==> config.mk <==
export PLATFORM = sky130hd
export DESIGN_NAME = csv_field_delimiter_rewriter
export DESIGN_NICKNAME = d
export VERILOG_FILES = /design/src/design/cfdr_pkg.sv /design/src/design/csv_field_delimiter_rewriter.sv
export VERILOG_INCLUDE_DIRS = /design/src /design/src/design
export SDC_FILE = /design/constraint.sdc
export NUM_CORES = 1
export LEC_CHECK = 0
export BUFFER_PORTS_ARGS = -buffer_cell sky130_fd_sc_hd__buf_4
export CORE_MARGIN = 2
export CORE_UTILIZATION = 50
export CTS_CLUSTER_SIZE = 24
export DETAILED_ROUTE_END_ITERATION = 6
export GPL_TIMING_DRIVEN = 0
export PLACE_DENSITY = 0.78
export SYNTH_ARGS = -nofsm -noshare
export SYNTH_HDL_FRONTEND = slang
export SYNTH_SLANG_ARGS = --single-unit
==> constraint.sdc <==
create_clock -name clk -period 3.3 [get_ports clk]
set_input_delay 0.66 -clock clk [delete_from_list [all_inputs] [get_ports clk]]
set_output_delay 0.66 -clock clk [all_outputs]
set_load 0.02 [all_outputs]
==> src/design/csv_field_delimiter_rewriter_macros.svh <==
// ----------------------------------------------------------------------------
// CSV field delimiter rewriter: assertion macros
// Short forms for the concurrent checks at the end of the top level.
// ----------------------------------------------------------------------------
`ifndef CSV_FIELD_DELIMITER_REWRITER_MACROS_SVH
`define CSV_FIELD_DELIMITER_REWRITER_MACROS_SVH

// The consequent must hold in the same cycle as the antecedent.
`define CFDR_ASSERT_IMPLY(label, clk, rst_n, ante, cons) \
    label: assert property (@(posedge clk) disable iff (!rst_n) (ante) |-> (cons)) \
        else $error("same-cycle implication failed");

// The consequent must hold in the cycle after the antecedent.
`define CFDR_ASSERT_NEXT(label, clk, rst_n, ante, cons) \
    label: assert property (@(posedge clk) disable iff (!rst_n) (ante) |=> (cons)) \
        else $error("next-cycle implication failed");

`endif

==> src/design/cfdr_pkg.sv <==
// ----------------------------------------------------------------------------
// CSV field delimiter rewriter package
// Character constants, widths and the pending result descriptor.
// ----------------------------------------------------------------------------
`default_nettype none

package cfdr_pkg;

    localparam int CODE_WIDTH = 21;

    typedef logic [CODE_WIDTH-1:0] code_t;

    localparam code_t CH_QUOTE        = code_t'(34);
    localparam code_t CH_UNDERSCORE   = code_t'(95);
    localparam code_t CH_BAR          = code_t'(124);
    localparam code_t CH_NEWLINE      = code_t'(10);
    localparam code_t RESET_SEPARATOR = code_t'(59);

    // Results still owed for one accepted item: an optional "_|_" and an
    // optional trailing character.
    typedef struct packed {
        logic       has_delim;
        logic       has_tail;
        code_t      tail_char;
        logic       tail_done;
        logic [1:0] step;
    } burst_t;

endpackage

`default_nettype wire

==> src/design/csv_field_delimiter_rewriter.sv <==
// ----------------------------------------------------------------------------
// CSV field delimiter rewriter
// Rewrites CSV records one character at a time into "_|_" separated fields.
// ----------------------------------------------------------------------------
// Usage:
//   Input channel (in_valid / in_stall) carries one item per transfer: a code
//   point, or a line-end marker when line_end is set. Output channel
//   (out_valid / out_stall) carries one result character per transfer; last
//   marks the final result of an input item and line_done the line
//   terminator. The delimiter register is written through cfg_valid /
//   cfg_ready with field_delimiter as data; cfg_ready is always high.
//   An item is parsed in the cycle it is accepted. Its results pass through
//   the pending register and then the output register. An item has 0 to 4
//   results, which leave the pending register one at a time, so items with
//   at most one result flow at one per cycle while out_stall is low. The
//   next item is accepted in the cycle the previous item's last result moves
//   into the output register. Reset clears the parse state, the line flag,
//   the valid flags of both result stages and loads the delimiter with ';'.
//   While out_stall is high and the output register is full, that register
//   holds, and if an item is pending it stalls and in_stall is high.
// ----------------------------------------------------------------------------
`default_nettype none

`include "csv_field_delimiter_rewriter_macros.svh"

module csv_field_delimiter_rewriter (
    input  wire logic        clk,
    input  wire logic        rst_n,
    input  wire logic        cfg_valid,
    output logic             cfg_ready,
    input  wire logic [20:0] field_delimiter,
    input  wire logic        in_valid,
    output logic             in_stall,
    input  wire logic [20:0] code_point,
    input  wire logic        line_end,
    output logic             out_valid,
    input  wire logic        out_stall,
    output logic [20:0]      out_char,
    output logic             line_done,
    output logic             last
);

    typedef enum logic [2:0] {
        ST_INITIAL   = 3'd0,
        ST_NEW_FIELD = 3'd1,
        ST_QUOTED    = 3'd2,
        ST_REGULAR   = 3'd3,
        ST_END_QUOTE = 3'd4
    } parse_state_t;

    parse_state_t     state_reg, state_next;
    logic             line_out_reg, line_out_next;
    cfdr_pkg::code_t  delim_reg;
    logic             pend_valid_reg, pend_valid_next;
    cfdr_pkg::burst_t pend_reg, pend_next;
    logic             out_valid_reg, out_valid_next;
    cfdr_pkg::code_t  out_char_reg, out_char_next;
    logic             line_done_reg, line_done_next;
    logic             last_reg, last_next;

    cfdr_pkg::code_t  ch;
    cfdr_pkg::burst_t burst;
    logic             in_take;
    logic             out_free;
    logic             pend_fire;
    logic [2:0]       pend_cnt;
    logic             pend_is_last;
    logic             in_delim_part;

    assign ch        = cfdr_pkg::code_t'(code_point);
    assign cfg_ready = 1'b1;

    // Parse the incoming item into the results it owes and the next state.
    always_comb
    begin
        burst           = '0;
        burst.tail_char = ch;
        state_next      = state_reg;
        if (line_end)
        begin
            burst.has_delim = (state_reg == ST_NEW_FIELD);
            burst.has_tail  = line_out_reg || (state_reg == ST_NEW_FIELD);
            burst.tail_char = cfdr_pkg::CH_NEWLINE;
            burst.tail_done = 1'b1;
            state_next      = ST_INITIAL;
        end
        else
        begin
            unique case (state_reg)
                ST_NEW_FIELD:
                begin
                    burst.has_delim = 1'b1;
                    if (ch == cfdr_pkg::CH_QUOTE)
                    begin
                        state_next = ST_QUOTED;
                    end
                    else if (ch != delim_reg)
                    begin
                        burst.has_tail = 1'b1;
                        state_next     = ST_REGULAR;
                    end
                end
                ST_QUOTED:
                begin
                    if (ch == cfdr_pkg::CH_QUOTE)
                    begin
                        state_next = ST_END_QUOTE;
                    end
                    else
                    begin
                        burst.has_tail = 1'b1;
                    end
                end
                ST_REGULAR, ST_END_QUOTE:
                begin
                    if (ch == delim_reg)
                    begin
                        state_next = ST_NEW_FIELD;
                    end
                    else
                    begin
                        burst.has_tail = 1'b1;
                    end
                end
                default:
                begin
                    if (ch == delim_reg)
                    begin
                        state_next = ST_NEW_FIELD;
                    end
                    else
                    begin
                        burst.has_tail = 1'b1;
                        state_next     = ST_REGULAR;
                    end
                end
            endcase
        end
        line_out_next = line_end ? 1'b0
                                 : (line_out_reg || burst.has_delim || burst.has_tail);
    end

    assign pend_cnt      = (pend_reg.has_delim ? 3'd3 : 3'd0) + {2'b00, pend_reg.has_tail};
    assign pend_is_last  = ({1'b0, pend_reg.step} == (pend_cnt - 3'd1));
    assign out_free      = !out_valid_reg || !out_stall;
    assign pend_fire     = pend_valid_reg && out_free;
    assign in_stall      = pend_valid_reg && !(pend_fire && pend_is_last);
    assign in_take       = in_valid && !in_stall;
    assign in_delim_part = pend_reg.has_delim && (pend_reg.step != 2'd3);

    always_comb
    begin
        pend_valid_next = pend_valid_reg;
        pend_next       = pend_reg;
        if (in_take && (burst.has_delim || burst.has_tail))
        begin
            pend_valid_next = 1'b1;
            pend_next       = burst;
        end
        else if (pend_fire)
        begin
            if (pend_is_last)
            begin
                pend_valid_next = 1'b0;
            end
            else
            begin
                pend_next.step = pend_reg.step + 2'd1;
            end
        end
    end

    always_comb
    begin
        out_valid_next = out_valid_reg;
        out_char_next  = out_char_reg;
        line_done_next = line_done_reg;
        last_next      = last_reg;
        if (pend_fire)
        begin
            out_valid_next = 1'b1;
            last_next      = pend_is_last;
            if (in_delim_part)
            begin
                out_char_next  = (pend_reg.step == 2'd1) ? cfdr_pkg::CH_BAR
                                                         : cfdr_pkg::CH_UNDERSCORE;
                line_done_next = 1'b0;
            end
            else
            begin
                out_char_next  = pend_reg.tail_char;
                line_done_next = pend_reg.tail_done;
            end
        end
        else if (out_free)
        begin
            out_valid_next = 1'b0;
        end
    end

    always_ff @(posedge clk or negedge rst_n)
    begin
        if (!rst_n)
        begin
            state_reg      <= ST_INITIAL;
            line_out_reg   <= 1'b0;
            delim_reg      <= cfdr_pkg::RESET_SEPARATOR;
            pend_valid_reg <= 1'b0;
            out_valid_reg  <= 1'b0;
        end
        else
        begin
            if (in_take)
            begin
                state_reg    <= state_next;
                line_out_reg <= line_out_next;
            end
            if (cfg_valid && cfg_ready)
            begin
                delim_reg <= cfdr_pkg::code_t'(field_delimiter);
            end
            pend_valid_reg <= pend_valid_next;
            out_valid_reg  <= out_valid_next;
        end
    end

    always_ff @(posedge clk)
    begin
        pend_reg      <= pend_next;
        out_char_reg  <= out_char_next;
        line_done_reg <= line_done_next;
        last_reg      <= last_next;
    end

    assign out_valid = out_valid_reg;
    assign out_char  = 21'(out_char_reg);
    assign line_done = line_done_reg;
    assign last      = last_reg;

    `CFDR_ASSERT_NEXT(a_line_end_resets, clk, rst_n, in_take && line_end,
        (state_reg == ST_INITIAL) && !line_out_reg)
    `CFDR_ASSERT_NEXT(a_burst_loaded, clk, rst_n,
        in_take && (burst.has_delim || burst.has_tail), pend_valid_reg)
    `CFDR_ASSERT_IMPLY(a_step_in_range, clk, rst_n, pend_valid_reg,
        ({1'b0, pend_reg.step} < pend_cnt))
    `CFDR_ASSERT_IMPLY(a_terminator_is_last, clk, rst_n, out_valid_reg && line_done_reg,
        last_reg && (out_char_reg == cfdr_pkg::CH_NEWLINE))

endmodule

`default_nettype wire

# Yosys cells after proc, flatten, opt, wreduce, memory -nomap -nowiden
# Index checks and enable logic that the tools add are counted.
# W data, S select, Z words.
[op_classes]
eq_ne = 13
add_sub_neg = 3
mux = 24
n_reduce_logical = 22
bitwise = 1
[op_table]
columns = ["cell", "count"]
rows = [
  ["$eq A21 B21 Y1", 1],
  ["$eq A21 B6 Y1 const B", 1],
  ["$mux W21", 1],
  ["$ne A21 B21 Y1", 1],
  ["$mux W3", 5],
  ["$mux W1", 12],
  ["$pmux W3 S3", 1],
  ["$eq A3 B2 Y1 const B", 2],
  ["$logic_and A1 B1 Y1", 6],
  ["$mux W2", 3],
  ["$mux W6", 1],
  ["$ne A3 B3 Y1 const B", 2],
  ["$reduce_bool A2 Y1", 3],
  ["$logic_or A1 B1 Y1", 5],
  ["$logic_not A1 Y1", 4],
  ["$ne A4 B2 Y1 const B", 1],
  ["$reduce_and A2 Y1", 2],
  ["$reduce_and A4 Y1", 1],
  ["$add A2 B1 Y3", 1],
  ["$eq A2 B3 Y1", 1],
  ["$eq A3 B1 Y1 const B", 1],
  ["$eq A3 B3 Y1 const B", 1],
  ["$sub A3 B1 Y3 const B", 1],
  ["$add A2 B1 Y2 const B", 1],
  ["5 further kinds", 5],
]
[word_totals]
ff_bits = 76
elab_cells = 76

# Longest topological paths before layout
[logic_depth]
word_depth = 12
mapped_depth = 8
depth_no_buf = 8

# Worst setup path before layout
# OpenSTA, ideal clock, no wires.
[synth_path]
path_kind = "input-to-reg"
from = "input out_stall"
to = "register pend_reg[10] (netlist name) (enable)"
path_slack_ns = 0.242
setup_ns = 0.416
path_buffers = 0
t_required_ns = 2.884
t_arrival_ns = 2.642
stages = 4
path_cell_list = "and2_1 o41ai_2 nand2_1 a21oi_1"
[synth_between]
elab_chain_cells = 9
[synth_rtl]
columns = ["element", "line_no", "rtl"]
rows = [
  ["start, declared", "csv_field_delimiter_rewriter.sv:37", "input wire logic out_stall,"],
  ["$logic_not A1 Y1", "csv_field_delimiter_rewriter.sv:145", "assign out_free = !out_valid_reg || !out_stall;"],
  ["$logic_or A1 B1 Y1", "csv_field_delimiter_rewriter.sv:145", ""],
  ["$logic_and A1 B1 Y1", "csv_field_delimiter_rewriter.sv:146", "assign pend_fire = pend_valid_reg && out_free;"],
  ["$logic_and A1 B1 Y1", "csv_field_delimiter_rewriter.sv:147", "assign in_stall = pend_valid_reg && !(pend_fire && pend_is_last);"],
  ["$logic_not A1 Y1", "csv_field_delimiter_rewriter.sv:147", ""],
  ["$logic_and A1 B1 Y1", "csv_field_delimiter_rewriter.sv:147", ""],
  ["$logic_not A1 Y1", "csv_field_delimiter_rewriter.sv:148", "assign in_take = in_valid && !in_stall;"],
  ["$logic_and A1 B1 Y1", "csv_field_delimiter_rewriter.sv:148", ""],
  ["$logic_and A1 B1 Y1", "csv_field_delimiter_rewriter.sv:155", "if (in_take && (burst.has_delim || burst.has_tail))"],
  ["end signal, assigned", "csv_field_delimiter_rewriter.sv:229", "pend_reg <= pend_next;"],
  ["end, declared", "csv_field_delimiter_rewriter.sv:55", "cfdr_pkg::burst_t pend_reg, pend_next;"],
]
# No other way between the ends.
# A chain may end at the register's enable or synchronous reset.

# Final worst setup path
[layout_path]
from = "register pend_reg[25] (netlist name)"
to = "output in_stall"
[layout_between]
elab_chain_cells = 7
[layout_rtl]
columns = ["element", "line_no", "rtl"]
rows = [
  ["$mux W2", "csv_field_delimiter_rewriter.sv:143", "assign pend_cnt = (pend_reg.has_delim ? 3'd3 : 3'd0) + {2'b00, pend_reg.has_tail};"],
  ["$add A2 B1 Y3", "csv_field_delimiter_rewriter.sv:143", ""],
  ["$sub A3 B1 Y3", "csv_field_delimiter_rewriter.sv:144", "assign pend_is_last = ({1'b0, pend_reg.step} == (pend_cnt - 3'd1));"],
  ["$eq A2 B3 Y1", "csv_field_delimiter_rewriter.sv:144", ""],
  ["$logic_and A1 B1 Y1", "csv_field_delimiter_rewriter.sv:147", ""],
  ["$logic_not A1 Y1", "csv_field_delimiter_rewriter.sv:147", ""],
  ["$logic_and A1 B1 Y1", "csv_field_delimiter_rewriter.sv:147", ""],
  ["end, declared", "csv_field_delimiter_rewriter.sv:33", "output logic in_stall,"],
]
# No other way between the ends.

==> out/metrics.yaml <==
grt_max_degree: 28
antenna_cells: 0
yosys.area.top_type: "edfxtp_1"
finalHoldViolations: 0
routed_wl_microns: 6310
gp_congestion: 0.851
viasPerCell: 5.10
initial_core_util: 0.511
synth.avg_cell_area_sq_um: 13.4
rsz0062_at_grt: "no"
yosysSeqAreaShare: 0.622
tightest_slew_ns: 0.986
yosysTopAreaCellShare: 0.411
htree_levels: 3
largest_register_ffs: 26
max_cap_violations: 0
die_area_sq_um: 7540
cts_setup_buffers: 0
layout.nets: 393
ys_top_cells_by_count: "47 x edfxtp_1, 24 x xnor2_1, 22 x dfrtp_1, 22 x mux2_2"
path_max_fanout: 3
netlist_area_sq_um: 3430
irDropWorstVdd_mv: 0.273
slew_viol_final: 0
worst_ep_arrival_time_ns: 1.89
root_buffer: "clkbuf_8"
core_area_sq_um: 6720
drc: 0
stdcell_area_sq_um: 4290
cts_resized: 0
cp-start-kind: "register"
gr-total-overflow: 0
hpwl_microns: 4820
status: "completed"
synthDistinctLibCells: 48
clk_path_buf_depth: 2
synth.most_common_cell: "edfxtp_1"
area_growth_pct: 25.0
cts_made_buffers: 9
cts_tree: "yes"
track_usage: 0.184
power_uw: 2960
clkTransAtPathRegs_ns: 0.08
drtIter0Drc: 79
drive_gt1_frac: 0.373
yosys_register_bits: 76
slew_headroom: 0.343
synthArstFlopShare: 0.355
insertion_delay_ns: 0.34
synth_edf_count: 47
rows: 30
die_y_microns: 86.9
cts_num_sinks: 76
dr.pass1.iters: 4
end_kind: "output port"
port_buffers: 72
max_freq_mhz: 392
antenna_found_initial: 0
fin_util: 0.639
skew_ns: 0.0136
place_area_sq_um: 4090
post-route-period-util: 0.773
finalCriticalPeriod_ns: 2.55
die_w_microns: 86.9
fin_cells: 426
critPathRequiredTime_ns: 2.64
yosysWarnings: 0
power.leakage_uw: 0.00167
p_per_area_nw_per_um2: 690
io_pins: 74
postCtsHoldBufs: 0
place_inst: 410
detail-route-antenna-nets: 0
hold_class: "in -> async"
setup_viol: 0
first_global_vias: 2147
crit_type: "reg -> out"
synthFlopType: "edfxtp_1"
syn_nets: 309
synth_area_leaders: "edfxtp_1 41%, dfrtp_1 16%, mux2_2 7.2%"
routed-via-count: 2171
avgRoutedWirePerCell_microns: 14.8
syn_inst: 257
grt_pass1_wl_microns: 10300
[power breakdown]
group / switching [uW] / total (uW) / internal (uW)
registers: 90.4 / 1370 / 1280
clock network: 350 / 706 / 356
logic: 497 / 883 / 386
[placed cells by master (no fill, tap or decap), drive strengths merged, types with 4 or more instances in the layout]
master  count
buf        75
dfrtp      22
a21oi       5
ha          4
clkbuf     18
nand4       5
nand2b      7
and2       19
inv         8
nor2       10
edfxtp     47
nor2b      19
nor4        4
dfstp       5
nand2      11
mux2       22
o21ai       7
xnor2      24
[critical path: stages (launching register included)]
cell      delay [ns]
edfxtp_1        0.39
inv_1           0.11
ha_1            0.25
xnor2_1         0.15
o41ai_2         0.37
inv_1           0.10
buf_4           0.17
[worst paths after layout]
kind | from | to | slack (ns) | cells past startpoint
setup reg to reg | pend_reg[25] | pend_reg[16] | 0.78 | 7
max in group asynchronous | rst_n | delim_reg[1] | 2.76 | 1
setup / recovery | pend_reg[25] | in_stall | 0.75 | 6
min in group clk | pend_valid_reg | out_valid | 0.50 | 1
hold / removal | rst_n | state_reg[1] | 0.21 | 1
hold reg to reg | pend_valid_reg | out_valid | 0.50 | 1
[routing by layer]
metal	GRT usage	share of wire
met1	0.233	0.43
met2	0.298	0.50
met3	0.0502	0.046
met4	0.0795	0.020
met5	0	0
[kinds of logic after synthesis]
kind of cell / after synthesis / share of synthesized area
and+or+nand+nor: 88 / 0.156
DFF: 76 / 0.622
adders and majority gates: 4 / 0.0146
xor gates and xnor gates: 25 / 0.0638
buffers and inverters: 16 / 0.0190
muxes: 22 / 0.0722
AOI/OAI and AO/OA: 25 / 0.0521
other: 1 / 0.00109
[cell type report]
| class | count | area, sq um |
|---|---|---|
| Buffer | 10 | 42.5 |
| Tap cell | 80 | 100 |
| Multi-Input combinational cell | 165 | 1240 |
| Sequential cell | 76 | 2130 |
| Fill cell | 511 | 2430 |
| Clock buffer | 10 | 128 |
| Clock inverter | 6 | 71.3 |
| Timing Repair Buffer | 73 | 556 |
| Inverter | 6 | 22.5 |
[metrics by stage]
step	setup TNS, ns	hold slack [ns]	setup WS [ns]
CTS	0	0.206	0.713
global placement	-8.73	0.485	-0.347
detailed placement	0	0.485	0.691
finish	0	0.212	0.748
global route	0	0.216	0.572
floorplan	0	0.364	0.242
Power figures use the tool's default switching activity.
